$ cat config.mk
export PLATFORM = sky130hd
export DESIGN_NAME = multi_led_blink_pattern_controller
export DESIGN_NICKNAME = d
export VERILOG_FILES = /design/src/rtl/core/mlbpc_pkg.sv /design/src/rtl/core/mlbpc_ctrl.sv /design/src/rtl/core/mlbpc_datapath.sv /design/src/rtl/core/multi_led_blink_pattern_controller.sv
export SDC_FILE = /design/constraint.sdc
export NUM_CORES = 1
export LEC_CHECK = 0
export BUFFER_PORTS_ARGS = -buffer_cell sky130_fd_sc_hd__buf_2
export CAP_MARGIN = 25
export CORE_MARGIN = 2
export CORE_UTILIZATION = 56
export CTS_CLUSTER_DIAMETER = 30
export DETAILED_ROUTE_END_ITERATION = 7
export PLACE_DENSITY = 0.74
export SLEW_MARGIN = 10
export SYNTH_ARGS = -nofsm -noshare
export SYNTH_HDL_FRONTEND = slang
export SYNTH_SLANG_ARGS = --single-unit
$ cat constraint.sdc
create_clock -name clk -period 4.9 [get_ports clk]
set_clock_uncertainty 0.1 [all_clocks]
set_input_delay 0.735 -clock clk [delete_from_list [all_inputs] [get_ports clk]]
set_output_delay 0.735 -clock clk [all_outputs]
set_load 0.03 [all_outputs]
$ cat src/rtl/core/mlbpc_pkg.sv
// Shared types and constants for the multi-LED blink pattern controller.
// Used by mlbpc_ctrl, mlbpc_datapath, the top level and the checker.
package mlbpc_pkg;

    localparam int LED_COUNT_DEF = 8;
    localparam int IDX_W         = 3;
    localparam int OUT_W         = 8;
    localparam int CFG_W         = 8;
    localparam int CFG_IDX_W     = 2;
    localparam int MAX_SLOTS     = 8;   // led_index reaches LEDs 0 to 7 only

    localparam logic [CFG_W-1:0] SLOW_HALF_RST  = 8'd100;
    localparam logic [CFG_W-1:0] QUICK_HALF_RST = 8'd10;
    localparam logic [CFG_W-1:0] PULSE_HALF_RST = 8'd20;
    localparam logic [CFG_W-1:0] PULSE_DARK_RST = 8'd80;

    typedef enum logic [2:0] {
        CMD_TICK   = 3'd0,
        CMD_OFF    = 3'd1,
        CMD_ON     = 3'd2,
        CMD_SLOW   = 3'd3,
        CMD_QUICK  = 3'd4,
        CMD_SINGLE = 3'd5,
        CMD_DOUBLE = 3'd6
    } cmd_t;

    typedef enum logic [CFG_IDX_W-1:0] {
        CFG_SLOW_HALF  = 2'd0,
        CFG_QUICK_HALF = 2'd1,
        CFG_PULSE_HALF = 2'd2,
        CFG_PULSE_DARK = 2'd3
    } cfg_idx_t;

    typedef enum logic [1:0] {
        ST_IDLE,
        ST_STEP,
        ST_DONE
    } state_t;

    // Commands from the controller to the datapath
    typedef struct packed {
        logic set_en;      // store mode for led_index, clear its counters
        logic clear_mask;  // start of a tick: clear the driven mask
        logic step_en;     // step the LED selected by the slot counter
        logic load_out;    // copy levels and mask into the output register
    } ctrl_cmd_t;

endpackage

$ cat src/rtl/core/mlbpc_ctrl.sv
// Controller state machine: accepts requests, walks the LED slots on a tick
// and hands results to the output. Depends on mlbpc_pkg.
module mlbpc_ctrl #(
    parameter int LED_COUNT = mlbpc_pkg::LED_COUNT_DEF,
    localparam int NUM_SLOTS = (LED_COUNT < mlbpc_pkg::MAX_SLOTS) ?
                               LED_COUNT : mlbpc_pkg::MAX_SLOTS,
    localparam int SLOT_W = (NUM_SLOTS > 1) ? $clog2(NUM_SLOTS) : 1
) (
    input  logic                        clk,
    input  logic                        rst_n,
    input  logic                        in_valid,
    output logic                        in_stall,
    input  logic [2:0]                  command,
    input  logic [mlbpc_pkg::IDX_W-1:0] led_index,
    output logic                        out_valid,
    input  logic                        out_stall,
    output mlbpc_pkg::ctrl_cmd_t        cmd,
    output logic [SLOT_W-1:0]           slot
);

    mlbpc_pkg::state_t   state_reg, state_next;
    logic [SLOT_W-1:0]   slot_reg, slot_next;
    logic                out_valid_reg, out_valid_next;
    logic                accept;
    logic                index_ok;

    assign accept   = in_valid && !in_stall;
    assign index_ok = ({1'b0, led_index} < (mlbpc_pkg::IDX_W + 1)'(NUM_SLOTS));

    always_ff @(posedge clk or negedge rst_n)
    begin
        if (!rst_n)
        begin
            state_reg     <= mlbpc_pkg::ST_IDLE;
            slot_reg      <= '0;
            out_valid_reg <= 1'b0;
        end
        else
        begin
            state_reg     <= state_next;
            slot_reg      <= slot_next;
            out_valid_reg <= out_valid_next;
        end
    end

    always_comb
    begin
        state_next     = state_reg;
        slot_next      = slot_reg;
        out_valid_next = out_valid_reg && out_stall;
        cmd            = '0;
        in_stall       = 1'b1;

        unique case (state_reg)
            mlbpc_pkg::ST_IDLE:
            begin
                in_stall = 1'b0;
                if (accept)
                begin
                    if (command == mlbpc_pkg::CMD_TICK)
                    begin
                        cmd.clear_mask = 1'b1;
                        slot_next      = '0;
                        state_next     = mlbpc_pkg::ST_STEP;
                    end
                    else if (command <= mlbpc_pkg::CMD_DOUBLE && index_ok)
                    begin
                        cmd.set_en = 1'b1;
                    end
                end
            end
            mlbpc_pkg::ST_STEP:
            begin
                cmd.step_en = 1'b1;
                if (slot_reg == SLOT_W'(NUM_SLOTS - 1))
                    state_next = mlbpc_pkg::ST_DONE;
                else
                    slot_next = slot_reg + 1'b1;
            end
            mlbpc_pkg::ST_DONE:
            begin
                // hold until the previous result has been taken
                if (!out_valid_reg || !out_stall)
                begin
                    cmd.load_out   = 1'b1;
                    out_valid_next = 1'b1;
                    state_next     = mlbpc_pkg::ST_IDLE;
                end
            end
            default:
            begin
                state_next = mlbpc_pkg::ST_IDLE;
            end
        endcase
    end

    assign out_valid = out_valid_reg;
    assign slot      = slot_reg;

endmodule

$ cat src/rtl/core/mlbpc_datapath.sv
// Datapath: configuration registers, per-LED pattern state, the shared
// one-LED step unit and the output register. Depends on mlbpc_pkg.
module mlbpc_datapath #(
    parameter int LED_COUNT = mlbpc_pkg::LED_COUNT_DEF,
    localparam int NUM_SLOTS = (LED_COUNT < mlbpc_pkg::MAX_SLOTS) ?
                               LED_COUNT : mlbpc_pkg::MAX_SLOTS,
    localparam int SLOT_W = (NUM_SLOTS > 1) ? $clog2(NUM_SLOTS) : 1
) (
    input  logic                            clk,
    input  logic                            rst_n,
    input  logic [2:0]                      command,
    input  logic [mlbpc_pkg::IDX_W-1:0]     led_index,
    input  logic                            cfg_write_en,
    input  logic [mlbpc_pkg::CFG_IDX_W-1:0] cfg_index,
    input  logic [mlbpc_pkg::CFG_W-1:0]     cfg_data,
    input  mlbpc_pkg::ctrl_cmd_t            cmd,
    input  logic [SLOT_W-1:0]               slot,
    output logic [mlbpc_pkg::OUT_W-1:0]     led_levels,
    output logic [mlbpc_pkg::OUT_W-1:0]     led_driven
);

    logic [7:0] slow_half_reg, quick_half_reg, pulse_half_reg, pulse_dark_reg;

    logic [NUM_SLOTS-1:0] active_reg;
    logic [NUM_SLOTS-1:0] level_reg;
    logic [NUM_SLOTS-1:0] driven_reg;
    logic [2:0]           mode_reg   [NUM_SLOTS];
    logic [7:0]           phase_reg  [NUM_SLOTS];
    logic [1:0]           half_reg   [NUM_SLOTS];
    logic [7:0]           dark_reg   [NUM_SLOTS];
    logic                 toggle_reg [NUM_SLOTS];

    logic [mlbpc_pkg::OUT_W-1:0] levels_out_reg, driven_out_reg;

    logic [SLOT_W-1:0] set_slot;
    logic [2:0]        mode_cur;
    logic [7:0]        phase_cur, dark_cur, len;
    logic [1:0]        half_cur, pulses;
    logic              toggle_cur;
    logic [7:0]        phase_next, dark_next;
    logic [1:0]        half_next;
    logic              toggle_next;
    logic              drive, level, run_half, pulse_mode, do_step;

    assign set_slot = led_index[SLOT_W-1:0];

    always_ff @(posedge clk or negedge rst_n)
    begin
        if (!rst_n)
        begin
            slow_half_reg  <= mlbpc_pkg::SLOW_HALF_RST;
            quick_half_reg <= mlbpc_pkg::QUICK_HALF_RST;
            pulse_half_reg <= mlbpc_pkg::PULSE_HALF_RST;
            pulse_dark_reg <= mlbpc_pkg::PULSE_DARK_RST;
        end
        else if (cfg_write_en)
        begin
            unique case (cfg_index)
                mlbpc_pkg::CFG_SLOW_HALF:  slow_half_reg  <= cfg_data;
                mlbpc_pkg::CFG_QUICK_HALF: quick_half_reg <= cfg_data;
                mlbpc_pkg::CFG_PULSE_HALF: pulse_half_reg <= cfg_data;
                mlbpc_pkg::CFG_PULSE_DARK: pulse_dark_reg <= cfg_data;
                default:                   slow_half_reg  <= slow_half_reg;
            endcase
        end
    end

    assign mode_cur   = mode_reg[slot];
    assign phase_cur  = phase_reg[slot];
    assign half_cur   = half_reg[slot];
    assign dark_cur   = dark_reg[slot];
    assign toggle_cur = toggle_reg[slot];
    assign do_step    = cmd.step_en && active_reg[slot];

    // One pattern step for the selected LED
    always_comb
    begin
        phase_next  = phase_cur;
        half_next   = half_cur;
        dark_next   = dark_cur;
        toggle_next = toggle_cur;
        drive       = 1'b0;
        level       = 1'b0;
        run_half    = 1'b0;
        pulse_mode  = 1'b0;
        len         = pulse_half_reg;
        pulses      = 2'd1;

        case (mode_cur) inside
            mlbpc_pkg::CMD_ON:
            begin
                drive = 1'b1;
                level = 1'b1;
            end
            mlbpc_pkg::CMD_SLOW:
            begin
                run_half = 1'b1;
                len      = slow_half_reg;
            end
            mlbpc_pkg::CMD_QUICK:
            begin
                run_half = 1'b1;
                len      = quick_half_reg;
            end
            mlbpc_pkg::CMD_SINGLE, mlbpc_pkg::CMD_DOUBLE:
            begin
                pulse_mode = 1'b1;
                if (mode_cur == mlbpc_pkg::CMD_DOUBLE)
                    pulses = 2'd2;
                if (half_cur <= pulses)
                begin
                    run_half = 1'b1;
                end
                else if (pulse_dark_reg > dark_cur)
                begin
                    dark_next = dark_cur + 8'd1;
                    drive     = 1'b1;
                end
                else
                begin
                    // gap over: restart the burst
                    toggle_next = 1'b0;
                    dark_next   = '0;
                    half_next   = '0;
                end
            end
            default:
            begin
                drive = 1'b1;
            end
        endcase

        if (run_half)
        begin
            if (phase_cur == '0)
            begin
                toggle_next = ~toggle_cur;
                drive       = 1'b1;
                level       = ~toggle_cur;
            end
            if (phase_cur >= len)
            begin
                phase_next = '0;
                if (pulse_mode)
                    half_next = half_cur + 2'd1;
            end
            else
            begin
                phase_next = phase_cur + 8'd1;
            end
        end
    end

    always_ff @(posedge clk or negedge rst_n)
    begin
        if (!rst_n)
        begin
            active_reg <= '0;
            level_reg  <= '0;
            driven_reg <= '0;
        end
        else
        begin
            if (cmd.set_en)
                active_reg[set_slot] <= 1'b1;
            if (cmd.clear_mask)
                driven_reg <= '0;
            if (do_step && drive)
            begin
                driven_reg[slot] <= 1'b1;
                level_reg[slot]  <= level;
            end
        end
    end

    always_ff @(posedge clk)
    begin
        if (cmd.set_en)
        begin
            mode_reg[set_slot]   <= command;
            phase_reg[set_slot]  <= '0;
            half_reg[set_slot]   <= '0;
            dark_reg[set_slot]   <= '0;
            toggle_reg[set_slot] <= 1'b0;
        end
        else if (do_step)
        begin
            phase_reg[slot]  <= phase_next;
            half_reg[slot]   <= half_next;
            dark_reg[slot]   <= dark_next;
            toggle_reg[slot] <= toggle_next;
        end
    end

    always_ff @(posedge clk)
    begin
        if (cmd.load_out)
        begin
            levels_out_reg <= mlbpc_pkg::OUT_W'(level_reg);
            driven_out_reg <= mlbpc_pkg::OUT_W'(driven_reg);
        end
    end

    assign led_levels = levels_out_reg;
    assign led_driven = driven_out_reg;

endmodule

$ cat src/rtl/core/multi_led_blink_pattern_controller.sv
// A set request is done without leaving idle. A tick request steps one LED per cycle
// through the min(LED_COUNT, 8) slots in the shared step unit, then loads the output
// register once any earlier result has been taken; no new request is taken
// until the tick's result is loaded.
// Reset marks every LED inactive and unlit and drops any waiting result; config
// registers take defaults. Depends on mlbpc_pkg, mlbpc_ctrl and mlbpc_datapath.
module multi_led_blink_pattern_controller #(
    parameter int LED_COUNT = mlbpc_pkg::LED_COUNT_DEF,
    localparam int NUM_SLOTS = (LED_COUNT < mlbpc_pkg::MAX_SLOTS) ?
                               LED_COUNT : mlbpc_pkg::MAX_SLOTS,
    localparam int SLOT_W = (NUM_SLOTS > 1) ? $clog2(NUM_SLOTS) : 1
) (
    input  logic                            clk,
    input  logic                            rst_n,
    input  logic                            in_valid,
    output logic                            in_stall,
    input  logic [2:0]                      command,
    input  logic [mlbpc_pkg::IDX_W-1:0]     led_index,
    output logic                            out_valid,
    input  logic                            out_stall,
    output logic [mlbpc_pkg::OUT_W-1:0]     led_levels,
    output logic [mlbpc_pkg::OUT_W-1:0]     led_driven,
    input  logic                            cfg_write_en,
    input  logic [mlbpc_pkg::CFG_IDX_W-1:0] cfg_index,
    input  logic [mlbpc_pkg::CFG_W-1:0]     cfg_data
);

    mlbpc_pkg::ctrl_cmd_t cmd;
    logic [SLOT_W-1:0]    slot;

    mlbpc_ctrl #(
        .LED_COUNT (LED_COUNT)
    ) u_ctrl (
        .clk       (clk),
        .rst_n     (rst_n),
        .in_valid  (in_valid),
        .in_stall  (in_stall),
        .command   (command),
        .led_index (led_index),
        .out_valid (out_valid),
        .out_stall (out_stall),
        .cmd       (cmd),
        .slot      (slot)
    );

    mlbpc_datapath #(
        .LED_COUNT (LED_COUNT)
    ) u_datapath (
        .clk          (clk),
        .rst_n        (rst_n),
        .command      (command),
        .led_index    (led_index),
        .cfg_write_en (cfg_write_en),
        .cfg_index    (cfg_index),
        .cfg_data     (cfg_data),
        .cmd          (cmd),
        .slot         (slot),
        .led_levels   (led_levels),
        .led_driven   (led_driven)
    );

endmodule

==> results_dict.tcl <==
set metrics [dict create \
    ys_async_sr_fraction_pct 24.4 \
    cts_resized 0 \
    synth_top_area_cell "edfxtp_1" \
    place_congestion 0.907 \
    synth.top_cell.area_share_pct 52.1 \
    floorplan.initialDensity_pct 57.0 \
    cap_viol_max_count 0 \
    max_slew.worst_pin.slew_ns 0.988 \
    regToRegStartpoint "u_ctrl.slot[2]" \
    ctsHoldBuffers 0 \
    outcome "completed" \
    critical-path-top-delay-family "compound AO/OA/AOI/OAI gates" \
    p_clk_share_pct 30.1 \
    avgRoutedWirePerCell_um 22.7 \
    cp_cell_sequence "mux4_2 -> mux2i_1 -> buf_4 -> or3_1 -> nand2_1 -> o21ai_0 -> ha_1 -> a21o_1 -> a211oi_1 -> o21ai_0 -> a21oi_1 -> o21ai_1 -> nor2_1" \
    via_per_inst 6.24 \
    drc 0 \
    clkTransAtPathRegs_ns 0.06 \
    sw_frac_of_total_pct 36.3 \
    rows 51 \
    syn_avg_cell_area_um2 14.9 \
    r2r_cells 13 \
    cts_max_level 2 \
    syn_inst 745 \
    setup_viol 0 \
    drive_above_1_share_pct 28.1 \
    arrival_ns 4.80 \
    ios 39 \
    synth_flop_cell "edfxtp_1" \
    clkSinkCount 254 \
    clockBufferDepth 3 \
    max_stage_delay_ns 0.71 \
    die_y_um 145 \
    netlist_area_um2 11100 \
    insertion_delay_ns 0.54 \
    wl_um 25900 \
    final_common_cell "edfxtp_1" \
    fmax_mhz 216 \
    p_int_mw 6.59 \
    ys_seq_area_share_pct 66.2 \
    grt_overflow 0 \
    postCtsSetupBuffers 0 \
    worstSetupPathDepth 13 \
    design_area_um2 13300 \
    critPathMaxFanout 27 \
    dr_total_vias 7127 \
    critPathBufInv 1 \
    grt_max_degree 63 \
    synth_edf_count 192 \
    ant_nets 0 \
    synth_area_leaders "edfxtp_1, dfrtp_1, mux2_2" \
    grt_pass1_vias 7081 \
    critPathMostFrequentCell "o21ai_0" \
    critPathKind "reg -> reg" \
    crit_required_ns 5.07 \
    dp_hpwl_um 16900 \
    seqPwrFrac_pct 32.6 \
    finalPower_mw 10.3 \
    slew_violations 0 \
    area_growth_pct 20.3 \
    grt_first_pass_wirelength_um 39600 \
    port_buffers 38 \
    diodes 0 \
    start_kind "flop" \
    pwr_density_cell_nw_per_um2 777 \
    die_x_um 145 \
    clockRootBuffer "clkbuf_16" \
    synth_cell_type_count 70 \
    drt_pre_antenna_iters 5 \
    rsz0062_at_grt "false" \
    antenna_found_initial 0 \
    fin_nets 885 \
    die_area_um2 20900 \
    cp_slowest_cell "dfrtp_2" \
    syn_nets 789 \
    fillers 1306 \
    combPwrFrac_pct 37.3 \
    cts_inserted_buffers 44 \
    relSlewSlack_pct 34.1 \
    hold_path_class "in -> async" \
    yosysWarnings 0 \
    drtIter0Drc 725 \
    switchingPower_mw 3.75 \
    fin_setup_tns_ns 0 \
    max-vdd-ir-drop_uv 514 \
    cts_tree "yes" \
    hold_viol 0 \
    grt_use_total_pct 25.4 \
    rr_endpoint "u_datapath.phase_reg[2][6]" \
    ys_ff_latch 254 \
    period_share_pct 94.5 \
    r2r_setup_slack_ns 0.27 \
    endpoint_kind "flop" \
    mostFrequentLayoutCells "edfxtp_1, dfrtp_1, buf_4" \
    period_minus_slack_ns 4.63 \
    power.leakage_nw 5.01 \
    placed_cell_area_um2 11800 \
    core_area_um2 19400 \
]
## worst register-to-register path: cells and delay by family (launching register included)
family                   cells  cell delay, ns
AO/OA/AOI/OAI                6            1.35
adder cells (fa/ha/maj)      1            0.29
buffers and inverters        1            0.25
flip-flops                   1            0.71
multiplexers                 2            0.68
AND/OR/NAND/NOR              3            1.00
## cell usage after synthesis (12+ instances only)
library cell,instances
o21ai_0,16
edfxtp_1,192
a21oi_1,18
inv_1,12
nand2_1,25
clkbuf_1,15
dfrtp_1,53
nand3_1,23
mux2i_1,15
a22oi_1,21
ha_1,23
nor2_1,40
mux2_2,41
## how the worst max path moves through the flow
stage	start	end	slack, ns
floorplan	u_ctrl.slot[2]	u_datapath.toggle_reg[0]	0.36
global placement	u_ctrl.slot[1]	u_datapath.phase_reg[4][2]	0.45
detailed placement	u_ctrl.slot[1]	u_datapath.phase_reg[4][2]	0.35
CTS	u_ctrl.slot[2]	u_datapath.phase_reg[5][2]	0.31
global route	u_ctrl.slot[2]	u_datapath.phase_reg[6][3]	0.007
finish	u_ctrl.slot[2]	u_datapath.phase_reg[2][6]	0.27
## power by group through the flow
stage	combinational [mW]	clock [mW]	sequential [mW]
finish	3.86	3.12	3.37
global route	4.19	3.25	3.41
CTS	3.80	3.15	3.37
detailed placement	3.76	0	3.40
global placement	3.65	0	3.38
floorplan	2.52	0	3.31
## kinds of logic after synthesis
group	after synthesis	share of synthesized area (%)
flip-flops	254	66.2
AND/OR/NAND/NOR	190	9.58
AO/OA/AOI/OAI	140	9.59
multiplexers	76	8.72
buffers and inverters	49	2.25
adder cells (fa/ha/maj)	24	2.70
XOR/XNOR	12	0.950
## per-layer routing
layer | wire length, µm | global-route usage [%] | up-vias
met5 | 0 | 0 | -
met4 | 749 | 9.76 | 0
met3 | 2050 | 5.30 | 59
met2 | 12800 | 42.1 | 337
met1 | 10400 | 33.3 | 3569
li1 | - | - | 3162
## stage by stage
step / worst slack, ns / utilization (%) / hold slack (ns) / instances
after floorplan: 0.358 / - / 0.318 / 745
after global placement: 0.446 / 60.7 / 0.332 / 1059
after detailed placement: 0.353 / 60.7 / 0.329 / 1059
after CTS: 0.308 / 68.6 / 0.304 / 1141
after global routing: 0.00713 / 68.6 / 0.347 / 1142
final: 0.268 / 68.6 / 0.279 / 1142
## layout make-up
type | count | area [µm²] | share of cell area, %
flip-flops and latches | 254 | 7330 | 55.1
multi-input cells | 442 | 3490 | 26.2
clock buffers | 45 | 1100 | 8.30
repair buffers | 86 | 573 | 4.30
clock inverters | 37 | 430 | 3.23
well taps | 265 | 332 | 2.49
inverters | 13 | 48.8 | 0.367
Power figures use the tool's default switching activity.
